===== config.mk =====
export PLATFORM = sky130hd
export DESIGN_NAME = char_lcd_bus_sequencer
export DESIGN_NICKNAME = d
export VERILOG_FILES = /design/src/design/lcdseq_pkg.sv /design/src/design/lcdseq_front.sv /design/src/design/lcdseq_queue.sv /design/src/design/lcdseq_back.sv /design/src/design/char_lcd_bus_sequencer.sv
export VERILOG_INCLUDE_DIRS = /design/src /design/src/design
export SDC_FILE = /design/constraint.sdc
export NUM_CORES = 1
export LEC_CHECK = 0
export BUFFER_PORTS_ARGS = -buffer_cell sky130_fd_sc_hd__clkbuf_2
export CAP_MARGIN = 30
export CORE_AREA = 2 2 78 110
export DETAILED_ROUTE_END_ITERATION = 6
export DIE_AREA = 0 0 80 112
export PLACE_DENSITY = 0.67
export SKIP_LAST_GASP = 1
export SYNTH_ARGS = -nofsm -noshare
export SYNTH_HDL_FRONTEND = slang
export SYNTH_SLANG_ARGS = --single-unit

===== constraint.sdc =====
create_clock -name clk -period 5.1 [get_ports clk]
set_input_delay 0.255 -clock clk [delete_from_list [all_inputs] [get_ports clk]]
set_output_delay 0.255 -clock clk [all_outputs]
set_load 0.05 [all_outputs]

===== src/design/char_lcd_bus_sequencer_defines.svh =====
// Assertion macros for the character LCD bus sequencer.
// Used by the top level only; needs clk and rst_n in scope.
`ifndef CHAR_LCD_BUS_SEQUENCER_DEFINES_SVH
`define CHAR_LCD_BUS_SEQUENCER_DEFINES_SVH
`ifndef NO_ASSERTIONS
// checked out of reset
`define LCDSEQ_ASSERT(lbl, prop, msg) \
  lbl: assert property (@(posedge clk) disable iff (!rst_n) prop) else $error(msg);
// checked at every edge, reset included
`define LCDSEQ_ASSERT_RST(lbl, prop, msg) \
  lbl: assert property (@(posedge clk) prop) else $error(msg);
`else
`define LCDSEQ_ASSERT(lbl, prop, msg)
`define LCDSEQ_ASSERT_RST(lbl, prop, msg)
`endif
`endif


===== src/design/lcdseq_pkg.sv =====
// Shared types and constants of the character LCD bus sequencer.
// No dependencies.
`default_nettype none
package lcdseq_pkg;

  localparam int SHIFT_COLUMN = 16;
  localparam int INIT_WAIT_US = 500;
  localparam int COL_W        = $clog2(SHIFT_COLUMN + 2);
  localparam int WAIT_W       = 16;
  localparam int UNIT_W       = 3;
  localparam int Q_DEPTH      = 2;
  localparam int Q_PTR_W      = $clog2(Q_DEPTH);
  localparam int Q_CNT_W      = $clog2(Q_DEPTH + 1);

  localparam logic [WAIT_W-1:0] INIT_WAIT = WAIT_W'(INIT_WAIT_US);

  localparam logic [7:0] NEWLINE_CHAR   = 8'h0A;
  localparam logic [7:0] GOTO_FLAG      = 8'h80;
  localparam logic [7:0] CMD_LINE2_COL3 = GOTO_FLAG | (8'h40 + 8'h03);
  localparam logic [7:0] CMD_SHIFT_LEFT = 8'h18;

  localparam logic [0:0] CFG_BUS_WIDTH  = 1'b0;
  localparam logic [0:0] CFG_CHAR_DELAY = 1'b1;

  typedef enum logic [1:0] {
    OP_PRINT   = 2'd0,
    OP_COMMAND = 2'd1,
    OP_GOTO    = 2'd2,
    OP_INIT    = 2'd3
  } op_t;

  typedef enum logic [1:0] {
    JOB_CMD  = 2'd0,
    JOB_DATA = 2'd1,
    JOB_INIT = 2'd2
  } job_kind_t;

  typedef struct packed {
    job_kind_t  kind;
    logic       shift;
    logic [7:0] value;
  } job_t;

  typedef struct packed {
    logic valid;
    job_t job;
  } job_beat_t;

  typedef struct packed {
    logic [1:0] operation;
    logic [7:0] byte_value;
    logic       string_start;
  } in_t;

  typedef struct packed {
    logic              register_select;
    logic [7:0]        bus_value;
    logic [WAIT_W-1:0] wait_after;
    logic              last;
  } out_t;

endpackage
`default_nettype wire


===== src/design/lcdseq_front.sv =====
// Front end: accepts requests, keeps the column count, classifies into jobs.
// Depends on lcdseq_pkg.
`default_nettype none
module lcdseq_front
  import lcdseq_pkg::*;
(
  input  wire logic      clk,
  input  wire logic      rst_n,
  input  wire logic      in_valid,
  output logic           in_ready,
  input  wire in_t       in_data,
  input  wire logic      q_full,
  output job_beat_t      push
);

  logic [COL_W-1:0] col_r, col_nxt, col_base;
  logic             accept;
  job_t             job;

  assign in_ready = !q_full;
  assign accept   = in_valid && in_ready;

  always_comb begin
    col_base  = in_data.string_start ? '0 : col_r;
    col_nxt   = col_r;
    job.kind  = JOB_CMD;
    job.shift = 1'b0;
    job.value = in_data.byte_value;
    case (op_t'(in_data.operation))
      OP_PRINT: begin
        if (in_data.byte_value == NEWLINE_CHAR) begin
          job.value = CMD_LINE2_COL3;
          col_nxt   = '0;
        end else begin
          job.kind  = JOB_DATA;
          job.shift = (col_base > COL_W'(SHIFT_COLUMN));
          col_nxt   = (col_base < COL_W'(SHIFT_COLUMN + 1)) ? col_base + 1'b1 : col_base;
        end
      end
      OP_COMMAND: job.kind = JOB_CMD;
      OP_GOTO:    job.value = in_data.byte_value | GOTO_FLAG;
      OP_INIT:    job.kind = JOB_INIT;
      default:    job.kind = JOB_CMD;
    endcase
    if (!accept) begin
      col_nxt = col_r;
    end
  end

  assign push.valid = accept;
  assign push.job   = job;

  always_ff @(posedge clk) begin
    if (!rst_n) begin
      col_r <= '0;
    end else begin
      col_r <= col_nxt;
    end
  end

endmodule
`default_nettype wire


===== src/design/lcdseq_queue.sv =====
// Short job queue between front and back end.
// Depends on lcdseq_pkg.
`default_nettype none
module lcdseq_queue
  import lcdseq_pkg::*;
(
  input  wire logic      clk,
  input  wire logic      rst_n,
  input  wire job_beat_t push,
  input  wire logic      pop,
  output job_beat_t      head,
  output logic           full
);

  job_t               slot_r [Q_DEPTH];
  logic [Q_PTR_W-1:0] wr_ptr_r, rd_ptr_r;
  logic [Q_CNT_W-1:0] cnt_r, cnt_nxt;

  assign full       = (cnt_r == Q_CNT_W'(Q_DEPTH));
  assign head.valid = (cnt_r != '0);
  assign head.job   = slot_r[rd_ptr_r];

  always_comb begin
    cnt_nxt = cnt_r;
    if (push.valid && !pop) begin
      cnt_nxt = cnt_r + 1'b1;
    end else if (!push.valid && pop) begin
      cnt_nxt = cnt_r - 1'b1;
    end
  end

  always_ff @(posedge clk) begin
    if (!rst_n) begin
      wr_ptr_r <= '0;
      rd_ptr_r <= '0;
      cnt_r    <= '0;
    end else begin
      cnt_r <= cnt_nxt;
      if (push.valid) begin
        wr_ptr_r <= wr_ptr_r + 1'b1;
      end
      if (pop) begin
        rd_ptr_r <= rd_ptr_r + 1'b1;
      end
    end
  end

  always_ff @(posedge clk) begin
    if (push.valid) begin
      slot_r[wr_ptr_r] <= push.job;
    end
  end

endmodule
`default_nettype wire


===== src/design/lcdseq_back.sv =====
// Back end: expands the head job into bus transfers, one per cycle unless the receiver stalls.
// Depends on lcdseq_pkg.
`default_nettype none
module lcdseq_back
  import lcdseq_pkg::*;
(
  input  wire logic              clk,
  input  wire logic              rst_n,
  input  wire job_beat_t         head,
  output logic                   pop,
  input  wire logic              bus_width_mode,
  input  wire logic [WAIT_W-1:0] char_delay,
  output logic                   out_valid,
  input  wire logic              out_ready,
  output out_t                   out_data
);

  // one byte (or lone nibble) of a job
  typedef struct packed {
    logic              rs;
    logic [7:0]        value;
    logic              single;
    logic [WAIT_W-1:0] hold_us;
    logic              last;
  } unit_t;

  function automatic unit_t init_unit(input logic nib, input logic [UNIT_W-1:0] idx);
    unit_t u;
    u         = '0;
    u.hold_us = INIT_WAIT;
    case (idx)
      3'd0, 3'd1, 3'd2: begin
        u.value  = nib ? 8'h03 : 8'h30;
        u.single = 1'b1;
      end
      3'd3: begin
        u.value  = nib ? 8'h02 : 8'h3C;
        u.single = nib;
      end
      3'd4: u.value = nib ? 8'h2C : 8'h0F;
      3'd5: u.value = nib ? 8'h0F : 8'h01;
      3'd6: begin
        u.value = nib ? 8'h01 : 8'h06;
        if (!nib) begin
          u.hold_us = '0;
          u.last    = 1'b1;
        end
      end
      default: begin
        u.value   = 8'h06;
        u.hold_us = '0;
        u.last    = 1'b1;
      end
    endcase
    return u;
  endfunction

  logic [UNIT_W-1:0] idx_r, idx_nxt;
  logic              phase_r, phase_nxt;
  logic              out_valid_r;
  out_t              out_data_r;
  unit_t             unit;
  out_t              xfer;
  logic              two_phase;
  logic              load;

  always_comb begin
    unit = '0;
    case (head.job.kind)
      JOB_CMD: begin
        unit.value = head.job.value;
        unit.last  = 1'b1;
      end
      JOB_DATA: begin
        if (head.job.shift && idx_r == '0) begin
          unit.value = CMD_SHIFT_LEFT;
        end else begin
          unit.rs      = 1'b1;
          unit.value   = head.job.value;
          unit.hold_us = char_delay;
          unit.last    = 1'b1;
        end
      end
      JOB_INIT: unit = init_unit(bus_width_mode, idx_r);
      default:  unit.last = 1'b1;
    endcase

    two_phase            = bus_width_mode && !unit.single;
    xfer.register_select = unit.rs;
    if (!two_phase) begin
      xfer.bus_value  = unit.value;
      xfer.wait_after = unit.hold_us;
      xfer.last       = unit.last;
    end else if (!phase_r) begin
      xfer.bus_value  = {4'h0, unit.value[7:4]};
      xfer.wait_after = '0;
      xfer.last       = 1'b0;
    end else begin
      xfer.bus_value  = {4'h0, unit.value[3:0]};
      xfer.wait_after = unit.hold_us;
      xfer.last       = unit.last;
    end

    load      = head.valid && (!out_valid_r || out_ready);
    pop       = load && xfer.last;
    idx_nxt   = idx_r;
    phase_nxt = phase_r;
    if (load) begin
      if (xfer.last) begin
        idx_nxt   = '0;
        phase_nxt = 1'b0;
      end else if (two_phase && !phase_r) begin
        phase_nxt = 1'b1;
      end else begin
        idx_nxt   = idx_r + 1'b1;
        phase_nxt = 1'b0;
      end
    end
  end

  always_ff @(posedge clk) begin
    if (!rst_n) begin
      idx_r       <= '0;
      phase_r     <= 1'b0;
      out_valid_r <= 1'b0;
    end else begin
      idx_r   <= idx_nxt;
      phase_r <= phase_nxt;
      if (load) begin
        out_valid_r <= 1'b1;
      end else if (out_ready) begin
        out_valid_r <= 1'b0;
      end
    end
  end

  always_ff @(posedge clk) begin
    if (load) begin
      out_data_r <= xfer;
    end
  end

  assign out_valid = out_valid_r;
  assign out_data  = out_data_r;

endmodule
`default_nettype wire


===== src/design/char_lcd_bus_sequencer.sv =====
// Top level of the character LCD bus sequencer: config registers and wiring.
// Depends on lcdseq_pkg, lcdseq_front, lcdseq_queue, lcdseq_back and the defines header.
//
// Usage:
//  - in_*: one request per beat (print, raw command, go-to address, initialize).
//  - out_*: one bus transfer per beat: register select, byte or nibble, the
//    wait to hold after the enable pulse, and last on the final transfer.
//  - cfg_*: write-only registers, index 0 bus width (1 = 4-bit), index 1 the
//    per-character delay. Write them only while the block is idle.
//  - A request gives 1 to 12 transfers (print with shift in 4-bit mode: 4,
//    initialize: 7 or 12); the back end issues one transfer per cycle while
//    the receiver does not stall.
//  - When idle, a request goes through the queue, then the output register.
//  - A 2-deep job queue sits between front and back end; requests are taken
//    while transfers wait to drain, until the queue is full.
//  - When the receiver stalls, the output register holds its beat and the back
//    end stops; the front keeps taking requests into the queue.
//  - Reset (synchronous) empties the queue, drops out_valid, clears the
//    column count and sets both config registers to zero.
`default_nettype none
`include "char_lcd_bus_sequencer_defines.svh"
module char_lcd_bus_sequencer
  import lcdseq_pkg::*;
(
  input  wire logic              clk,
  input  wire logic              rst_n,
  input  wire logic              in_valid,
  output logic                   in_ready,
  input  wire in_t               in_data,
  output logic                   out_valid,
  input  wire logic              out_ready,
  output out_t                   out_data,
  input  wire logic              cfg_we,
  input  wire logic [0:0]        cfg_index,
  input  wire logic [WAIT_W-1:0] cfg_wdata
);

  logic              bus_width_mode_r;
  logic [WAIT_W-1:0] char_delay_r;
  job_beat_t         q_push;
  job_beat_t         q_head;
  logic              q_pop;
  logic              q_full;

  // config registers
  always_ff @(posedge clk) begin
    if (!rst_n) begin
      bus_width_mode_r <= 1'b0;
      char_delay_r     <= '0;
    end else if (cfg_we) begin
      case (cfg_index)
        CFG_BUS_WIDTH:  bus_width_mode_r <= cfg_wdata[0];
        CFG_CHAR_DELAY: char_delay_r     <= cfg_wdata;
        default:        bus_width_mode_r <= bus_width_mode_r;
      endcase
    end
  end

  lcdseq_front u_front (
    .clk      (clk),
    .rst_n    (rst_n),
    .in_valid (in_valid),
    .in_ready (in_ready),
    .in_data  (in_data),
    .q_full   (q_full),
    .push     (q_push)
  );

  lcdseq_queue u_queue (
    .clk   (clk),
    .rst_n (rst_n),
    .push  (q_push),
    .pop   (q_pop),
    .head  (q_head),
    .full  (q_full)
  );

  lcdseq_back u_back (
    .clk            (clk),
    .rst_n          (rst_n),
    .head           (q_head),
    .pop            (q_pop),
    .bus_width_mode (bus_width_mode_r),
    .char_delay     (char_delay_r),
    .out_valid      (out_valid),
    .out_ready      (out_ready),
    .out_data       (out_data)
  );

  // back end only retires a job it actually holds
  `LCDSEQ_ASSERT(a_pop_has_job, q_pop |-> q_head.valid, "job retired from empty queue")
  // final beat taken with nothing queued leaves the output idle
  `LCDSEQ_ASSERT(a_drain_idle, (out_valid && out_ready && out_data.last && !q_head.valid) |=> !out_valid, "output valid after drain")
  // reset drops the output
  `LCDSEQ_ASSERT_RST(a_rst_out, !rst_n |=> !out_valid, "out_valid set after reset")

endmodule
`default_nettype wire


==> results of run 1 <==
-- flip-flops by register name (all words and copies together), names as in the netlist, named ones only --
name	cells
u_back.idx_r	3
u_back.out_data	26
u_back.out_valid	1
u_queue.rd_ptr_r	1
u_front.col_r	5
u_back.phase_r	1
bus_width_mode_r	1
u_queue.cnt_r	2
u_queue.slot_r	22
char_delay_r	16
u_queue.wr_ptr_r	1
-- power by group through the flow --
stage	registers, mW	logic [mW]	clock network [mW]
global placement	0.970	0.960	0
detailed placement	0.975	0.970	0
CTS	0.961	0.974	0.735
floorplan	1.27	0.453	0
finish	0.954	0.999	0.722
global route	0.969	1.08	0.761
-- cell usage after synthesis (all sizes together) --
library cell / instances / area share
a2111oi: 1 / 0.0024
a211o: 1 / 0.0024
a211oi: 2 / 0.0041
a21boi: 2 / 0.0041
a21o: 1 / 0.0020
a21oi: 34 / 0.046
a22o: 1 / 0.0024
a311oi: 3 / 0.012
a31oi: 2 / 0.0034
and2: 4 / 0.0068
and3: 11 / 0.019
buf: 6 / 0.011
clkbuf: 11 / 0.011
dfxtp: 32 / 0.17
edfxtp: 48 / 0.39
ha: 13 / 0.044
inv: 16 / 0.016
mux2: 6 / 0.018
mux2i: 7 / 0.019
nand2: 60 / 0.061
nand2b: 9 / 0.016
nand3: 8 / 0.011
nand3b: 3 / 0.0061
nand4: 1 / 0.0017
nor2: 23 / 0.024
nor2b: 5 / 0.0085
nor3: 6 / 0.0082
nor3b: 1 / 0.0020
nor4: 2 / 0.0075
o2111ai: 1 / 0.0024
o211ai: 1 / 0.0020
o21ai: 9 / 0.012
o21bai: 2 / 0.0041
o221ai: 1 / 0.0024
o22ai: 2 / 0.0034
o311a: 1 / 0.0027
o311ai: 1 / 0.0024
o32a: 1 / 0.0027
o32ai: 4 / 0.012
or3: 2 / 0.0034
or4: 3 / 0.0071
xor2: 3 / 0.0071
-- stage by stage --
stage,worst slack (ns),cells
final,1.88,512
after global routing,1.63,512
after CTS,1.85,511
after detailed placement,1.86,495
after global placement,1.95,495
after floorplan,2.35,350
-- cell type report --
cell class / instances / area [µm²] / area share
Clock buffer: 13 / 250 / 0.0569
Timing Repair Buffer: 61 / 328 / 0.0746
Tap cell: 102 / 128 / 0.0290
Multi-Input combinational cell: 237 / 1460 / 0.331
Sequential cell: 80 / 2080 / 0.474
Clock inverter: 3 / 90.1 / 0.0205
Inverter: 16 / 60.1 / 0.0137
-- layer usage --
| metal | global-route usage | up-vias | share of wire |
|---|---|---|---|
| met3 | 0.0454 | 18 | 0.045 |
| met1 | 0.191 | 1265 | 0.41 |
| met5 | 0 | - | 0 |
| met2 | 0.290 | 73 | 0.51 |
| met4 | 0.0960 | 0 | 0.038 |
| li1 | - | 1358 | - |
-- final timing paths --
path	startpoint	slack, ns	endpoint
setup reg to reg	u_back.idx_r[0]$_SDFFE_PN0P_	1.88	u_queue.cnt_r[1]$_SDFFE_PN0P_
hold / removal	in_data[5]	0.13	u_queue.slot_r[0][4]$_DFFE_PP_
hold reg to reg	char_delay_r[3]$_SDFFE_PN0P_	0.45	char_delay_r[3]$_SDFFE_PN0P_
setup / recovery	u_back.idx_r[0]$_SDFFE_PN0P_	1.88	u_queue.cnt_r[1]$_SDFFE_PN0P_
-- cell families after synthesis --
family          count (synthesis)
buf+inv                        33
fa+ha+maj                      13
xor+xnor                        3
flops                          80
simple gates                  138
compound gates                 70
mux                            13
==> metrics.yaml, run 1 <==
clocking:
  postCtsSetupBuffers: 0
  cts-root-buf: "clkbuf_16"
  cts_made_buffers: 9
  ctsHoldBuffers: 0
  clkSinkCount: 80
  cts_tree: "done"
  cts_resized: 0
  clk_path_buf_depth: 2
  path_clk_slew_ns: 0.06
  htree_levels: 3
  insertion_delay_ns: 0.33
logic_synthesis:
  synthSimpleGateAreaFrac: 0.182
  yosys_warnings: 0
  synth_xor_area_frac: 0.00714
  ys_seq_elements: 80
  synth_compound_area_frac: 0.125
  netlist_instances: 350
  synth.distinct_cells: 53
  synthAdderAreaFrac: 0.0442
  syn_avg_cell_area_um2: 10.5
  ys_seq_area_frac: 0.566
  syn_area_um2: 3680
  synth_top_family_by_area: "simple AND/OR/NAND/NOR gates"
  synth_mux_area_frac: 0.0374
  syn_nets: 396
global_route:
  grt_pass1_vias: 2582
  grt_pass1_wl_um: 11800
  grt_max_degree: 30
  grt_remaining_overflow: 0
  grt_use_total: 0.171
  grt_antenna_before_repair: 0
pwr:
  netSwitchingPower_mw: 1.01
  comb_power_share: 0.373
  leakagePower_nw: 1.75
  p_per_area_nw_per_um2: 609
  p_int_mw: 1.67
  total_power_mw: 2.68
  pwr-share-clk: 0.270
  switching_share: 0.377
  worst_ir_drop_vdd_mv: 0.319
  p_seq_frac: 0.357
detailed_routing:
  viasPerCell: 5.30
  drc_errors: 0
  vias: 2714
  wire_per_inst_um: 14.4
  first_pass_iters: 4
  wl_um: 7370
  ant_nets: 0
  drt_iter0_drc: 117
setup_path:
  worstPathArrival_ns: 3.47
  crit_type: "reg -> reg"
  r2r_cells: 9
  path_cells: "inv_1 > ha_1 > or4_4 > a311oi_4 > nor2_2 > nand2b_2 > ha_1 > or3_1 > a21oi_1"
  cp_num_buf_inv: 1
  cpLargestDelayFamily: "simple AND/OR/NAND/NOR gates"
  cp.depth: 9
  worst_ep_required_time_ns: 5.35
  crit_fanout: 16
  start_kind: "flop"
  path_common_cell: "ha_1"
  cpMaxStageDelayCell: "a311oi_4"
  endpoint_kind: "flop"
  cpPeakStageDelay_ns: 0.71
placement:
  io_buffers: 60
  gp_congestion: 0.913
  placed_cell_area_um2: 4030
  hpwl_um: 5510
die:
  die_h_um: 112
  die-area_um2: 8960
  fp.dieW_um: 80
  fp-row-count: 39
  core-area_um2: 8000
  start_util: 0.460
  ios: 61
cells_and_area:
  area_delta_synth_final_pct: 19.4
  layout_common_cells: "60 x nand2_1, 60 x clkbuf_2, 48 x edfxtp_1, 34 x a21oi_1, 32 x dfxtp_1"
  final_cell_area_um2: 4390
  n_fill_cell: 706
  nNetsFinal: 451
  drive_gt1_frac: 0.212
  antenna_cells: 0
  post-route-util: 0.549
sta:
  report.final.slew_viol_count: 0
  holdWs_ns: 0.133
  fin_crit_sh: 0.632
  finalSetupViolCount: 0
  fin_skew_ns: 0.00544
  finalSetupTns_ns: 0
  period_minus_slack_ns: 3.22
  worst_slew_pin_slew_ns: 0.976
  finalHoldViolCount: 0
  relSlewSlack: 0.349
  rsz0062_at_grt: "no"
  max_clock_freq_ghz: 0.310
worst_hold_path:
  hold_path.class: "in -> reg"
  hold_depth: 1
run_status:
  status: "finished, final reports clean"
job:
  cap_violations: 0
Note: power is estimated with default switching activity, not from simulation.
==> inputs of run 2 (changes only) <==
- clock period: 5.1 -> 3.3 ns (I/O delays scaled with it)
==> metrics.yaml, run 2 (synthesis gave the netlist of run 1 again) <==
detailed_routing:
  vias: 2663  # -1.9%
  drt_iter0_drc: 69  # -41%
  wl_um: 7190  # -2.4%
  wire_per_inst_um: 14.0  # -2.8%
  viasPerCell: 5.18  # -2.3%
  first_pass_iters: 4  # unchanged
  drc_errors: 0  # unchanged
  ant_nets: 0  # unchanged
placement:
  io_buffers: 60  # unchanged
  hpwl_um: 5400  # -2.1%
  placed_cell_area_um2: 4050  # +0.56%
  dp_cells: 498  # +0.61%
  gp_congestion: 0.866  # -5.1%
sta:
  max_clock_freq_ghz: 0.349  # +13%
  rsz0062_at_grt: "no"
  finalSetupViolCount: 0  # unchanged
  period_minus_slack_ns: 2.86  # -0.358 ns
  relSlewSlack: 0.318  # -0.0307
  report.final.slew_viol_count: 0  # unchanged
  worst_slew_pin_slew_ns: 1.02  # +0.0460 ns
  fin_crit_sh: 0.868  # +0.236
  finalHoldViolCount: 0  # unchanged
  fin_skew_ns: 0.00425  # -0.00119 ns
  finalSetupTns_ns: 0  # unchanged
setup_path:
  crit_type: "reg -> reg"
  r2r_setup_slack_ns: 0.44  # -1.44 ns
  worst_ep_required_time_ns: 3.54  # -1.81 ns
  endpoint_kind: "flop"
  start_kind: "flop"
  worstPathArrival_ns: 3.10  # -0.37 ns
  crit_fanout: 12  # -4
  r2r_cells: 9  # unchanged
cells_and_area:
  final_cell_area_um2: 4320  # -1.7%
  area_delta_synth_final_pct: 17.3
  finalNonFillerCells: 514  # +0.39%
  nNetsFinal: 453  # +0.44%
  regArea_um2: 2080  # about the same
  antenna_cells: 0  # unchanged
  layout_common_cells: "60 x nand2_1, 60 x clkbuf_2, 48 x edfxtp_1, 34 x a21oi_1, 31 x dfxtp_1"
  drive_gt1_frac: 0.218  # +0.00625
  n_fill_cell: 723  # +2.4%
  largest_reg_flops: 26  # unchanged
  multi_input_area_um2: 1460  # unchanged
die:
  die-area_um2: 8960  # unchanged
  start_util: 0.460  # unchanged
  fp.dieW_um: 80  # unchanged
  core-area_um2: 8000  # unchanged
  ios: 61  # unchanged
  die_h_um: 112  # unchanged
  fp-row-count: 39  # unchanged
worst_hold_path:
  hold_path.class: "in -> reg"
  hold_depth: 1  # unchanged
  min_from: "in_data[5]"
global_route:
  grt_remaining_overflow: 0  # unchanged
  grt_use_total: 0.170  # -0.00120
  grt_antenna_before_repair: 0  # unchanged
  grt_max_degree: 30  # unchanged
  grt_pass1_wl_um: 11800  # about the same
  grt_pass1_vias: 2617  # +1.4%
clocking:
  insertion_delay_ns: 0.33  # about the same
  path_clk_slew_ns: 0.06  # about the same
  cts_tree: "done"
  htree_levels: 3  # unchanged
  cts_made_buffers: 9  # unchanged
  clk_path_buf_depth: 2  # unchanged
  cts-root-buf: "clkbuf_16"
  clkSinkCount: 80  # unchanged
pwr:
  leakagePower_nw: 1.73  # -1.5%
  worst_ir_drop_vdd_mv: 0.519  # +63%
  p_per_area_nw_per_um2: 891  # +46%
run_status:
  status: "finished, final reports clean"
job:
  cap_violations: 0  # unchanged
==> run 2: final cells by class <==
class                           count  area share
Clock buffer                       13      0.0579
Clock inverter                      3     0.00435
Inverter                           16      0.0139
Multi-Input combinational cell    237       0.337
Sequential cell                    80       0.482
Tap cell                          102      0.0295
Timing Repair Buffer               63      0.0747
==> run 2: worst paths after layout <==
kind	endpoint
max reg2reg	u_queue.cnt_r[1]$_SDFFE_PN0P_
min reg2reg	char_delay_r[1]$_SDFFE_PN0P_
min	u_queue.slot_r[0][4]$_DFFE_PP_
max	u_queue.cnt_r[1]$_SDFFE_PN0P_
==> run 2: power breakdown <==
part	switching, mW	total [mW]	leakage, nW	internal [mW]
Combinational	1.08	1.48	0.871	0.406
Sequential	0.106	1.49	0.724	1.38
Clock	0.353	0.882	0.134	0.529
Total	1.53	3.85	1.73	2.31
==> run 2: repair_timing <==
item / in CTS / in global routing
hold buffers: 0 / 0
setup buffers: 0 / 0
endpoints found under the setup margin: 0 / 1
resized for setup: 0 / 1
==> run 2: critical path, stage by stage (launching register included) <==
cell and delay (ns):
dfxtp_2 0.49, mux2i_1 0.33, inv_1 0.11, ha_1 0.24
a21boi_1 0.17, a311oi_1 0.41, nand2b_2 0.24, ha_1 0.27
or3_1 0.36, a21oi_1 0.15
==> run 2: metrics by stage <==
step	setup slack, ns	utilization	power [mW]	hold WS [ns]
after global routing	0.157	0.540	4.06	0.0431
after global placement	0.402	0.506	2.98	0.368
final	0.437	0.540	3.85	0.0412
after CTS	0.223	0.540	3.89	0.0296
after detailed placement	0.254	0.506	3.00	0.371
after floorplan	0.547	-	2.67	0.301
==> run 2: per-layer routing <==
metal | GRT usage | vias up | routed length, µm | share of wire
met5 | 0 | - | 0 | 0
met2 | 0.304 | 85 | 3790 | 0.53
met1 | 0.186 | 1199 | 2920 | 0.41
li1 | - | 1363 | - | -
met4 | 0.0836 | 0 | 166 | 0.023
met3 | 0.0348 | 16 | 312 | 0.043
